`src/rtl/vsat_pkg.sv`:
```
// Shared types, opcodes and address masks of the video scroll address timing unit.
// Holds the address step functions used by the core. No dependencies.
`default_nettype none

package vsat_pkg;

    localparam int OPCODE_W = 3;
    localparam int BYTE_W   = 8;
    localparam int VADDR_W  = 16;
    localparam int TADDR_W  = 15;
    localparam int FINE_W   = 3;
    localparam int COUNT_W  = 9;
    localparam int S_DATA_W = 16;
    localparam int M_DATA_W = 64;

    localparam logic [OPCODE_W-1:0] OP_TICK   = 3'd0;
    localparam logic [OPCODE_W-1:0] OP_CTRL   = 3'd1;
    localparam logic [OPCODE_W-1:0] OP_MASK   = 3'd2;
    localparam logic [OPCODE_W-1:0] OP_SCROLL = 3'd3;
    localparam logic [OPCODE_W-1:0] OP_ADDR   = 3'd4;
    localparam logic [OPCODE_W-1:0] OP_STATUS = 3'd5;
    localparam logic [OPCODE_W-1:0] OP_DATA   = 3'd6;
    localparam logic [OPCODE_W-1:0] OP_NMIACK = 3'd7;

    localparam logic [TADDR_W-1:0] CTRL_KEEP     = 15'h73FF;
    localparam logic [TADDR_W-1:0] SCROLL2_KEEP  = 15'h0C1F;
    localparam logic [TADDR_W-1:0] SCROLL1_KEEP  = 15'h7FE0;
    localparam logic [TADDR_W-1:0] ADDR1_KEEP    = 15'h00FF;
    localparam logic [TADDR_W-1:0] ADDR2_KEEP    = 15'h7F00;
    localparam logic [VADDR_W-1:0] HORIZ_KEEP    = 16'h7BE0;
    localparam logic [VADDR_W-1:0] HORIZ_BITS    = 16'h041F;
    localparam logic [VADDR_W-1:0] NAMETABLE_X   = 16'h0400;
    localparam logic [VADDR_W-1:0] NAMETABLE_Y   = 16'h0800;
    localparam logic [VADDR_W-1:0] FINE_Y_BITS   = 16'h7000;
    localparam logic [VADDR_W-1:0] FINE_Y_ONE    = 16'h1000;
    localparam logic [VADDR_W-1:0] COARSE_Y_BITS = 16'h03E0;
    localparam logic [VADDR_W-1:0] COARSE_X_BITS = 16'h001F;
    localparam logic [VADDR_W-1:0] ROW_STEP      = 16'h0020;
    localparam logic [VADDR_W-1:0] COL_STEP      = 16'h0001;

    localparam logic [COUNT_W-1:0] LAST_DOT     = 9'd340;
    localparam logic [COUNT_W-1:0] LAST_LINE    = 9'd261;
    localparam logic [COUNT_W-1:0] VBLANK_LINE  = 9'd241;
    localparam logic [COUNT_W-1:0] VISIBLE_END  = 9'd240;
    localparam logic [COUNT_W-1:0] FETCH_FIRST  = 9'd1;
    localparam logic [COUNT_W-1:0] FETCH_END    = 9'd258;
    localparam logic [COUNT_W-1:0] PREFETCH_LO  = 9'd320;
    localparam logic [COUNT_W-1:0] PREFETCH_END = 9'd338;
    localparam logic [COUNT_W-1:0] FINE_Y_DOT   = 9'd256;
    localparam logic [COUNT_W-1:0] HCOPY_DOT    = 9'd257;
    localparam logic [COUNT_W-1:0] VCOPY_FIRST  = 9'd280;
    localparam logic [COUNT_W-1:0] VCOPY_LAST   = 9'd304;
    localparam logic [COUNT_W-1:0] FLAG_DOT     = 9'd1;

    localparam logic [4:0] ROW_LAST_VISIBLE = 5'd29;
    localparam logic [4:0] ROW_MAX          = 5'd31;

    typedef struct packed {
        logic [BYTE_W-1:0]   data_byte;
        logic [OPCODE_W-1:0] opcode;
    } item_t;

    typedef struct packed {
        logic [COUNT_W-1:0] line_count;
        logic [COUNT_W-1:0] dot_count;
        logic               nmi_pending;
        logic [BYTE_W-1:0]  status_value;
        logic               toggle_state;
        logic [FINE_W-1:0]  fine_scroll_x;
        logic [TADDR_W-1:0] temp_address;
        logic [VADDR_W-1:0] current_address;
    } result_t;

    function automatic logic [VADDR_W-1:0] coarse_x_step(input logic [VADDR_W-1:0] v);
        logic [VADDR_W-1:0] r;
        if ((v & COARSE_X_BITS) == COARSE_X_BITS) begin
            r = (v & ~COARSE_X_BITS) ^ NAMETABLE_X;
        end else begin
            r = v + COL_STEP;
        end
        return r;
    endfunction

    function automatic logic [VADDR_W-1:0] fine_y_step(input logic [VADDR_W-1:0] v);
        logic [VADDR_W-1:0] r;
        logic [4:0]         row;
        if ((v & FINE_Y_BITS) != FINE_Y_BITS) begin
            r = v + FINE_Y_ONE;
        end else begin
            r   = v & ~FINE_Y_BITS;
            row = r[9:5];
            if (row == ROW_LAST_VISIBLE) begin
                row = 5'd0;
                r   = r ^ NAMETABLE_Y;
            end else if (row == ROW_MAX) begin
                row = 5'd0;
            end else begin
                row = row + 5'd1;
            end
            r[9:5] = row;
        end
        return r;
    endfunction

endpackage

`default_nettype wire

```
`src/rtl/vsat_in_stage.sv`:
```
// Input register of the video scroll address timing unit.
// Captures one item from the slave stream; uses vsat_pkg.
`default_nettype none

module vsat_in_stage (
    input  wire logic             aclk,
    input  wire logic             aresetn,
    input  wire logic             in_valid,
    output logic                  in_ready,
    input  vsat_pkg::item_t       in_item,
    output logic                  out_valid,
    input  wire logic             out_ready,
    output vsat_pkg::item_t       out_item
);

    logic            valid_reg;
    logic            valid_next;
    vsat_pkg::item_t item_reg;

    // take a new item while empty or whenever the held one leaves in the same cycle
    assign in_ready  = !valid_reg || out_ready;
    assign out_valid = valid_reg;
    assign out_item  = item_reg;

    always_comb begin
        valid_next = valid_reg;
        if (in_ready) begin
            valid_next = in_valid;
        end
    end

    always_ff @(posedge aclk) begin
        if (!aresetn) begin
            valid_reg <= 1'b0;
        end else begin
            valid_reg <= valid_next;
        end
    end

    always_ff @(posedge aclk) begin
        if (in_ready && in_valid) begin
            item_reg <= in_item;
        end
    end

endmodule

`default_nettype wire

```
`src/rtl/vsat_core.sv`:
```
// Scroll, address and raster state with its one-item update logic.
// Applies one item per enabled cycle and forms its result; uses vsat_pkg.
`default_nettype none

module vsat_core (
    input  wire logic                aclk,
    input  wire logic                aresetn,
    input  wire logic                step_en,
    input  vsat_pkg::item_t          item,
    output vsat_pkg::result_t        result
);

    logic [vsat_pkg::VADDR_W-1:0] vaddr_reg, vaddr_next;
    logic [vsat_pkg::TADDR_W-1:0] taddr_reg, taddr_next;
    logic [vsat_pkg::FINE_W-1:0]  fine_x_reg, fine_x_next;
    logic                         second_write_reg, second_write_next;
    logic                         vblank_reg, vblank_next;
    logic                         nmi_reg, nmi_next;
    logic                         nmi_enable_reg, nmi_enable_next;
    logic                         step_by_row_reg, step_by_row_next;
    logic                         render_on_reg, render_on_next;
    logic [vsat_pkg::COUNT_W-1:0] dot_reg, dot_next;
    logic [vsat_pkg::COUNT_W-1:0] line_reg, line_next;

    logic [vsat_pkg::TADDR_W-1:0] d15;
    logic                         render_line;
    logic                         fetch_window;
    logic [vsat_pkg::VADDR_W-1:0] v_tick;
    logic                         status_old;
    logic                         nmi_old;
    logic                         is_status;
    logic                         is_ack;

    assign d15 = {7'd0, item.data_byte};

    assign render_line  = (line_reg < vsat_pkg::VISIBLE_END) ||
                          (line_reg == vsat_pkg::LAST_LINE);
    assign fetch_window = ((dot_reg > vsat_pkg::FETCH_FIRST) &&
                           (dot_reg < vsat_pkg::FETCH_END)) ||
                          ((dot_reg > vsat_pkg::PREFETCH_LO) &&
                           (dot_reg < vsat_pkg::PREFETCH_END));

    // rendering-time address updates: coarse x, then fine y, then the copies
    always_comb begin
        v_tick = vaddr_reg;
        if (render_line && render_on_reg) begin
            if (fetch_window && (dot_reg[2:0] == 3'd0)) begin
                v_tick = vsat_pkg::coarse_x_step(v_tick);
            end
            if (dot_reg == vsat_pkg::FINE_Y_DOT) begin
                v_tick = vsat_pkg::fine_y_step(v_tick);
            end
            if (dot_reg == vsat_pkg::HCOPY_DOT) begin
                v_tick = (v_tick & vsat_pkg::HORIZ_KEEP) |
                         ({1'b0, taddr_reg} & vsat_pkg::HORIZ_BITS);
            end
            if ((line_reg == vsat_pkg::LAST_LINE) && (dot_reg >= vsat_pkg::VCOPY_FIRST) &&
                (dot_reg <= vsat_pkg::VCOPY_LAST)) begin
                v_tick = (v_tick & vsat_pkg::HORIZ_BITS) |
                         ({1'b0, taddr_reg} & vsat_pkg::HORIZ_KEEP);
            end
        end
    end

    always_comb begin
        vaddr_next        = vaddr_reg;
        taddr_next        = taddr_reg;
        fine_x_next       = fine_x_reg;
        second_write_next = second_write_reg;
        vblank_next       = vblank_reg;
        nmi_next          = nmi_reg;
        nmi_enable_next   = nmi_enable_reg;
        step_by_row_next  = step_by_row_reg;
        render_on_next    = render_on_reg;
        dot_next          = dot_reg;
        line_next         = line_reg;
        is_status         = 1'b0;
        is_ack            = 1'b0;
        unique case (item.opcode)
            vsat_pkg::OP_TICK: begin
                vaddr_next = v_tick;
                if ((line_reg == vsat_pkg::VBLANK_LINE) && (dot_reg == vsat_pkg::FLAG_DOT)) begin
                    vblank_next = 1'b1;
                    if (nmi_enable_reg) begin
                        nmi_next = 1'b1;
                    end
                end
                if ((line_reg == vsat_pkg::LAST_LINE) && (dot_reg == vsat_pkg::FLAG_DOT)) begin
                    vblank_next = 1'b0;
                end
                if (dot_reg >= vsat_pkg::LAST_DOT) begin
                    dot_next  = '0;
                    line_next = (line_reg >= vsat_pkg::LAST_LINE) ? '0 : line_reg + 9'd1;
                end else begin
                    dot_next = dot_reg + 9'd1;
                end
            end
            vsat_pkg::OP_CTRL: begin
                nmi_enable_next  = item.data_byte[7];
                step_by_row_next = item.data_byte[2];
                taddr_next       = (taddr_reg & vsat_pkg::CTRL_KEEP) |
                                   {3'd0, item.data_byte[1:0], 10'd0};
            end
            vsat_pkg::OP_MASK: begin
                render_on_next = item.data_byte[3] || item.data_byte[4];
            end
            vsat_pkg::OP_SCROLL: begin
                if (second_write_reg) begin
                    taddr_next = (taddr_reg & vsat_pkg::SCROLL2_KEEP) |
                                 {item.data_byte[2:0], 2'd0, item.data_byte[7:3], 5'd0};
                end else begin
                    taddr_next  = (taddr_reg & vsat_pkg::SCROLL1_KEEP) |
                                  {10'd0, item.data_byte[7:3]};
                    fine_x_next = item.data_byte[2:0];
                end
                second_write_next = !second_write_reg;
            end
            vsat_pkg::OP_ADDR: begin
                if (second_write_reg) begin
                    taddr_next = (taddr_reg & vsat_pkg::ADDR2_KEEP) | d15;
                    vaddr_next = {1'b0, (taddr_reg & vsat_pkg::ADDR2_KEEP) | d15};
                end else begin
                    taddr_next = (taddr_reg & vsat_pkg::ADDR1_KEEP) |
                                 {1'b0, item.data_byte[5:0], 8'd0};
                end
                second_write_next = !second_write_reg;
            end
            vsat_pkg::OP_STATUS: begin
                is_status         = 1'b1;
                vblank_next       = 1'b0;
                second_write_next = 1'b0;
            end
            vsat_pkg::OP_DATA: begin
                vaddr_next = vaddr_reg + (step_by_row_reg ? vsat_pkg::ROW_STEP
                                                          : vsat_pkg::COL_STEP);
            end
            vsat_pkg::OP_NMIACK: begin
                is_ack   = 1'b1;
                nmi_next = 1'b0;
            end
            default: begin
                is_ack = 1'b0;
            end
        endcase
    end

    // status and acknowledge report the flag as it was before the clear
    assign status_old = is_status ? vblank_reg : vblank_next;
    assign nmi_old    = is_ack ? nmi_reg : nmi_next;

    always_comb begin
        result.current_address = vaddr_next;
        result.temp_address    = taddr_next;
        result.fine_scroll_x   = fine_x_next;
        result.toggle_state    = second_write_next;
        result.status_value    = {status_old, 7'd0};
        result.nmi_pending     = nmi_old;
        result.dot_count       = dot_next;
        result.line_count      = line_next;
    end

    always_ff @(posedge aclk) begin
        if (!aresetn) begin
            vaddr_reg        <= '0;
            taddr_reg        <= '0;
            fine_x_reg       <= '0;
            second_write_reg <= 1'b0;
            vblank_reg       <= 1'b0;
            nmi_reg          <= 1'b0;
            nmi_enable_reg   <= 1'b0;
            step_by_row_reg  <= 1'b0;
            render_on_reg    <= 1'b0;
            dot_reg          <= '0;
            line_reg         <= '0;
        end else if (step_en) begin
            vaddr_reg        <= vaddr_next;
            taddr_reg        <= taddr_next;
            fine_x_reg       <= fine_x_next;
            second_write_reg <= second_write_next;
            vblank_reg       <= vblank_next;
            nmi_reg          <= nmi_next;
            nmi_enable_reg   <= nmi_enable_next;
            step_by_row_reg  <= step_by_row_next;
            render_on_reg    <= render_on_next;
            dot_reg          <= dot_next;
            line_reg         <= line_next;
        end
    end

endmodule

`default_nettype wire

```
`src/rtl/vsat_out_stage.sv`:
```
// Result register of the video scroll address timing unit.
// Holds one result item for the master stream; uses vsat_pkg.
`default_nettype none

module vsat_out_stage (
    input  wire logic             aclk,
    input  wire logic             aresetn,
    input  wire logic             in_valid,
    output logic                  in_ready,
    input  vsat_pkg::result_t     in_result,
    output logic                  out_valid,
    input  wire logic             out_ready,
    output vsat_pkg::result_t     out_result
);

    logic              valid_reg;
    logic              valid_next;
    vsat_pkg::result_t result_reg;

    // load while empty or while the held item is taken
    assign in_ready   = !valid_reg || out_ready;
    assign out_valid  = valid_reg;
    assign out_result = result_reg;

    always_comb begin
        valid_next = valid_reg;
        if (in_ready) begin
            valid_next = in_valid;
        end
    end

    always_ff @(posedge aclk) begin
        if (!aresetn) begin
            valid_reg <= 1'b0;
        end else begin
            valid_reg <= valid_next;
        end
    end

    always_ff @(posedge aclk) begin
        if (in_ready && in_valid) begin
            result_reg <= in_result;
        end
    end

endmodule

`default_nettype wire

```
`src/rtl/video_scroll_address_timing_unit.sv`:
```
// Video scroll address timing unit: input register, state update core, result register.
// Uses vsat_pkg, vsat_in_stage, vsat_core and vsat_out_stage.
//
// Usage: each slave-stream item is either a dot tick or a CPU register access
// (control, mask, scroll, address write, status read, data access, NMI ack).
// Every item yields exactly one master-stream item with the current and
// temporary video addresses, fine x scroll, write toggle, status byte,
// pending NMI flag and the dot and scanline position.
// Each result passes through the input register and then the result register.
// Throughput: one item per cycle while the master side is not stalled; the
// whole state update for an item is applied in the single cycle it moves
// from the input to the result register.
// Reset (aresetn low, synchronous) clears all address, flag and raster state
// and empties both registers. When the receiver stalls, the result is held,
// the input register takes one more item only if empty, then s_axis_tready drops.
`default_nettype none

module video_scroll_address_timing_unit (
    input  wire logic        aclk,
    input  wire logic        aresetn,
    input  wire logic        s_axis_tvalid,
    output logic             s_axis_tready,
    // opcode [2:0], data_byte [10:3], zero [15:11]
    input  wire logic [15:0] s_axis_tdata,
    output logic             m_axis_tvalid,
    input  wire logic        m_axis_tready,
    // current_address [15:0], temp_address [30:16], fine_scroll_x [33:31],
    // toggle_state [34], status_value [42:35], nmi_pending [43],
    // dot_count [52:44], line_count [61:53], zero [63:62]
    output logic [63:0]      m_axis_tdata
);

    vsat_pkg::item_t   s_item;
    vsat_pkg::item_t   core_item;
    vsat_pkg::result_t core_result;
    vsat_pkg::result_t m_result;
    logic              core_valid;
    logic              core_ready;

    assign s_item.opcode    = s_axis_tdata[2:0];
    assign s_item.data_byte = s_axis_tdata[10:3];

    vsat_in_stage u_in (
        .aclk      (aclk),
        .aresetn   (aresetn),
        .in_valid  (s_axis_tvalid),
        .in_ready  (s_axis_tready),
        .in_item   (s_item),
        .out_valid (core_valid),
        .out_ready (core_ready),
        .out_item  (core_item)
    );

    vsat_core u_core (
        .aclk    (aclk),
        .aresetn (aresetn),
        .step_en (core_valid && core_ready),
        .item    (core_item),
        .result  (core_result)
    );

    vsat_out_stage u_out (
        .aclk       (aclk),
        .aresetn    (aresetn),
        .in_valid   (core_valid),
        .in_ready   (core_ready),
        .in_result  (core_result),
        .out_valid  (m_axis_tvalid),
        .out_ready  (m_axis_tready),
        .out_result (m_result)
    );

    assign m_axis_tdata = {2'b00, m_result};

endmodule

`default_nettype wire
```
`config.mk`:
```
export PLATFORM = sky130hd
export DESIGN_NAME = video_scroll_address_timing_unit
export DESIGN_NICKNAME = d
export VERILOG_FILES = /design/src/rtl/vsat_pkg.sv /design/src/rtl/vsat_in_stage.sv /design/src/rtl/vsat_core.sv /design/src/rtl/vsat_out_stage.sv /design/src/rtl/video_scroll_address_timing_unit.sv
export SDC_FILE = /design/constraint.sdc
export NUM_CORES = 1
export LEC_CHECK = 0
export ABC_AREA = 1
export BUFFER_PORTS_ARGS = -buffer_cell sky130_fd_sc_hd__buf_2
export CELL_PAD_IN_SITES_DETAIL_PLACEMENT = 1
export CELL_PAD_IN_SITES_GLOBAL_PLACEMENT = 1
export CORE_ASPECT_RATIO = 0.75
export CORE_MARGIN = 2
export CORE_UTILIZATION = 47
export DETAILED_ROUTE_END_ITERATION = 10
export PLACE_DENSITY_LB_ADDON = 0.1
export REMOVE_ABC_BUFFERS = 1
export SLEW_MARGIN = 20
export SYNTH_ARGS = -nofsm -noshare
export SYNTH_HDL_FRONTEND = slang
export SYNTH_SLANG_ARGS = --single-unit
export TNS_END_PERCENT = 1
```
`constraint.sdc`:
```
create_clock -name aclk -period 8 [get_ports aclk]
set_input_delay 0.8 -clock aclk [delete_from_list [all_inputs] [get_ports aclk]]
set_output_delay 0.8 -clock aclk [all_outputs]
set_load 0.05 [all_outputs]
```
* After elaboration in Yosys (flattened, before gate mapping)
Cells that the tools add are included.
** Cells by class
- Add/subtract/negate cells :: 6
- Multiply operators :: 0
- Divide/modulo/power cells :: 0
- $lt $le $gt $ge :: 9
- Equal/unequal tests :: 16
- Shifts and indexed selects :: 0
- Multiplexer cells :: 37
- Bitwise logic cells :: 9
- Reductions and logical operators :: 23
** Operator list (count)
- 16-bit two-way mux :: 11
- 16-bit one-hot mux with 3 select lines :: 1
- 9-bit two-way mux :: 5
- 15-bit one-hot mux with 3 select lines :: 1
- 15-bit two-way mux :: 2
- 9-bit == test (second input constant) :: 3
- 9-bit greater-or-equal comparator (second input constant) :: 3
- 9-bit by 1-bit adder with 9-bit output (second input constant) :: 2
- 9-bit less-than comparator (second input constant) :: 2
- 16-bit by 1-bit adder with 16-bit output (second input constant) :: 1
- 16-bit by 13-bit adder with 16-bit output (second input constant) :: 1
- 16-bit adder :: 1
- 5-bit == test (second input constant) :: 3
- 11-bit by 15-bit bitwise OR with 15-bit output :: 1
- 12-bit by 15-bit bitwise OR with 15-bit output :: 1
- 15-bit by 11-bit bitwise OR with 15-bit output :: 1
- 15-bit by 12-bit bitwise OR with 15-bit output :: 1
- 15-bit by 5-bit bitwise OR with 15-bit output :: 1
- 15-bit by 8-bit bitwise OR with 15-bit output :: 1
- 8-bit by 14-bit bitwise OR with 14-bit output :: 1
- 3-bit == test (second input constant) :: 4
- 12-bit two-way mux :: 1
- 1-bit logical AND :: 10
- 5-bit two-way mux :: 2
- 20 further kinds :: 40
** Storage, ports and cells
- Flip-flop bits (word level) :: 126
- Latch bits :: 0
- RAM bits :: 0
- Memory bits (read-only) :: 0
- Input bits :: 20
- Output and inout port bits :: 66
- Logic and storage cells :: 123
- Memories :: 0

* Logic depth before layout (Yosys ltp)
- Depth after elaboration :: 19
- Depth in mapped cells :: 27
- Gate-level depth less buffers :: 26

* Modules after synthesis
Synthesis repeated with hierarchy kept, for this count alone.
** Unflattened totals
- Cell total of the unflattened synthesis :: 1087
- Area total of the unflattened synthesis :: 8076.5 um^2
** Modules (own cells, without submodules)
- vsat_core :: times used 1, cells each 995, area an instance 5755.5 um^2, seq. area each 1161.1 um^2
- vsat_out_stage :: times used 1, cells each 69, area an instance 1913.1 um^2, seq. area each 1881.8 um^2
- vsat_in_stage :: times used 1, cells each 18, area an instance 381.6 um^2, seq. area each 350.3 um^2
- video_scroll_address_timing_unit :: times used 1, cells each 5, area an instance 26.3 um^2, seq. area each 0.0 um^2

* Worst setup path before layout
No wires, ideal clock.
- Path kind :: input port to flip-flop
- Start point :: input m_axis_tready
- End point :: register u_out.result_reg (netlist bit u_out.out_result[0]) (enable)
- Library setup time :: 441 ps
- Arrival :: 2912 ps
- Data required time :: 7559 ps
- Setup slack :: 4648 ps
- Cell stages on the path :: 5
- Buffers on the path :: 1
- Cells stage by stage :: inv_1 > nand2_1 > nand2_1 > inv_1 > clkbuf_1
** On the way
- Cells in the longest elaborated chain, start to end :: 2
** RTL lines
- start, declared :: RTL line video_scroll_address_timing_unit.sv:26 : input wire logic m_axis_tready,
- 1-bit logical OR :: RTL line vsat_out_stage.sv:21 : assign in_ready = !valid_reg || out_ready;
- 1-bit logical AND
- named net u_core.step_en :: RTL line vsat_core.sv:8 : input wire logic step_en,
- end signal, assigned :: RTL line vsat_out_stage.sv:42 : result_reg <= in_result;
- end, declared :: RTL line vsat_out_stage.sv:18 : vsat_pkg::result_t result_reg;
The timed path passes the listed nets, and every way through them passes these cells.
A chain may end at the register's enable or synchronous reset.

==> results.cfg <==
[yosys]
netlist_area_um2 = 7610
yosysSeqAreaShare_pct = 41.83
yosys_most_used_dff = edfxtp_1
ys_ff_latch = 126
syn_inst = 1033
ys_warn_count = 0
avgSynthCellArea_um2 = 7.367
synth_most_common_cell = nand2_1
synthTopCellsByArea = edfxtp_1 (26%), dfxtp_1 (16%), nand2_1 (8.9%), inv_1 (7.6%), o21ai_0 (7.2%)
yosys.area.top_type = edfxtp_1
synth_enable_flop_cells = 66
ys_types = 47
async_flop_share_pct = 0
yosys-top-cells-count = nand2_1 (180), inv_1 (154), o21ai_0 (109), nor2_1 (104), a21oi_1 (89)
synth_top_area_share_pct = 26.04

[timing]
rsz0062_at_grt = no
final_max_slew_viol_count = 0
setup_viol = 0
period_needed_ns = 4.612
setup_tns_ns = 0
period_share_pct = 57.65
fmax_mhz = 216.8
slew_headroom_pct = 30.60
worst_pin_slew_ns = 1.040
hold_viol = 0
skew_ns = 0.008972

[grt]
grt_pass1_vias = 7505
grt_pass1_wl_um = 40810
antenna_found_initial = 1
grt_max_degree = 82
track_usage_pct = 30.82
gr-total-overflow = 0

[floorplan]
core_um2 = 15920
core.rowCount = 40
initial_core_util_pct = 47.81
die_w_um = 150.9
design.die.area_um2 = 17240
die_h_um = 114.2
io_pins = 86

[finish]
syn2layout_area_growth_pct = 13.29
nets = 1121
fin_cells = 1309
drive_above_1_share_pct = 13.47
insertedDiodeCount = 0
design_area_um2 = 8621
largest_reg_flops = 55

[status]
status = complete, no violations

[pwr]
ir_drop_mv = 0.1582
powerDensity_nw_per_um2 = 219.6
power_mw = 1.893
p_leak_nw = 3.710

[drt]
dr.pass1.iters = 5
vias = 7619
routedWlPerCell_um = 19.70
antenna_left = 0
routed_wl_um = 25790
drc_errors = 0
drt_iter0_drc = 688
detail_route.vias_per_cell = 5.820

[cts]
htree_levels = 4
post-cts-setup-buffer-count = 0
ctsResizeCount = 0
path_clk_slew_ns = 0.06
clock_sinks = 126
cts_tree = done
clk_latency_ns = 0.44
cts_buffers = 17
cts.hold.buffers_added = 0
clock-root-buffer = clkbuf_16
clk_path_buf_depth = 2

[place]
dp.cells = 1277
gp_congestion = 0.9010
place_hpwl_um = 17750
dpl_cell_area_um2 = 8049
port_buffers = 71

[setup_path]
crit_family = simple AND/OR/NAND/NOR gates
crit_buf_inv = 5
arrival_ns = 4.94
cp_cell_sequence = ha_1 > inv_1 > nor2_1 > ha_1 > inv_1 > a21oi_1 > nand2_2 > nand2_4 > ha_1 > ha_1 > inv_1 > nor2_2 > inv_1 > o21ai_0 > a21oi_1 > nand2_1 > o211ai_1 > nand2_1 > nand3_2 > o21ai_1 > inv_1
crit_type = flip-flop to flip-flop
crit_start = u_core.vaddr_reg[0]
end_kind = flip-flop
r2r-start = u_core.vaddr_reg[0]
cpMaxStageDelayCell = dfxtp_1
critical_path_required_ns = 8.33
start_kind = flip-flop
crit_fanout = 13
crit_top_cell = inv_1
slowest_delay_ns = 0.61

[worst_hold_path]
holdCritStartpoint = u_core.taddr_reg[7]
hp-class = flip-flop to flip-flop

[flow_run]
cap_viol_max_count = 0
-- layout make-up --
type | count | area [um2]
flip-flops and latches | 126 | 3184
fillers | 2045 | 7295
inverters | 162 | 609.3
multi-input cells | 703 | 3601
well taps | 210 | 262.8
clock inverters | 15 | 145.1
repair buffers | 76 | 392.9
clock buffers | 17 | 425.4
-- where the power goes --
part	total, mW	switching (mW)	internal (mW)
Clock	0.766	0.353	0.413
Combinational	0.364	0.274	0.0897
Sequential	0.763	0.0372	0.726
Total	1.89	0.664	1.23
-- cell families (layout without fill, tap and decap cells) --
kind of cell               after synthesis  count (layout)  share of synthesized area [%]
DFF                                    126             126                          41.83
buffers and inverters                  212             270                          11.31
other                                    1               9                        0.04928
xor gates and xnor gates                 7               7                         0.8057
adders and majority gates               15              15                          2.466
and+or+nand+nor                        404             404                          23.63
AOI/OAI and AO/OA                      268             268                          19.91
-- per-stage QoR --
step	util, %	hold WS (ns)	setup slack [ns]
4_1_cts	54.16	0.5080	3.557
6_report	54.17	0.5124	3.388
3_3_place_gp	50.57	0.4951	3.763
5_1_grt	54.17	0.5251	3.077
3_5_place_dp	50.57	0.5038	3.617
2_1_floorplan	-	0.4533	3.601
-- metal layers --
metal  share of wire, %  GRT usage [%]  wire length (um)
met5                  0              0                 0
met2                 45          47.18             11550
met4                1.6          8.474               401
met1                 46          44.19             11950
met3                7.3          6.494              1883
-- cell usage in the layout, fill, tap and decap left out, types with 3 or more instances in the layout --
cell,count
nor2_1,103
o21ai_1,10
edfxtp_1,66
nor3_1,20
nand4_1,23
o221ai_1,9
nand2_2,7
inv_1,153
a211oi_1,17
inv_6,5
buf_4,5
inv_2,8
a21oi_1,89
ha_1,15
nand2_1,179
a32oi_1,3
a31oi_1,5
xor2_1,7
inv_8,5
o22ai_1,4
clkbuf_16,17
o21ai_0,109
nand3_1,46
conb_1,9
nor2_2,5
nand3_2,4
buf_2,71
dfxtp_1,59
o211ai_1,10
nor2_4,4
nor4_1,3
-- worst reg2reg max path, stage by stage (launching register included) --
cell,delay (ns)
dfxtp_1,0.61
ha_1,0.31
inv_1,0.08
nor2_1,0.37
ha_1,0.54
inv_1,0.35
a21oi_1,0.29
nand2_2,0.10
nand2_4,0.11
ha_1,0.17
ha_1,0.14
inv_1,0.06
nor2_2,0.35
inv_1,0.18
o21ai_0,0.19
a21oi_1,0.06
nand2_1,0.09
o211ai_1,0.10
nand2_1,0.12
nand3_2,0.09
o21ai_1,0.14
inv_1,0.05
-- worst paths after layout --
kind | to | slack [ns] | cells past startpoint
max reg2reg | u_core.vaddr_reg[6] | 3.39 | 21
min reg2reg | u_core.taddr_reg[7] | 0.51 | 2
min | u_core.taddr_reg[7] | 0.51 | 2
max | u_core.vaddr_reg[6] | 3.39 | 21
Note: power is estimated with default switching activity, not from simulation.
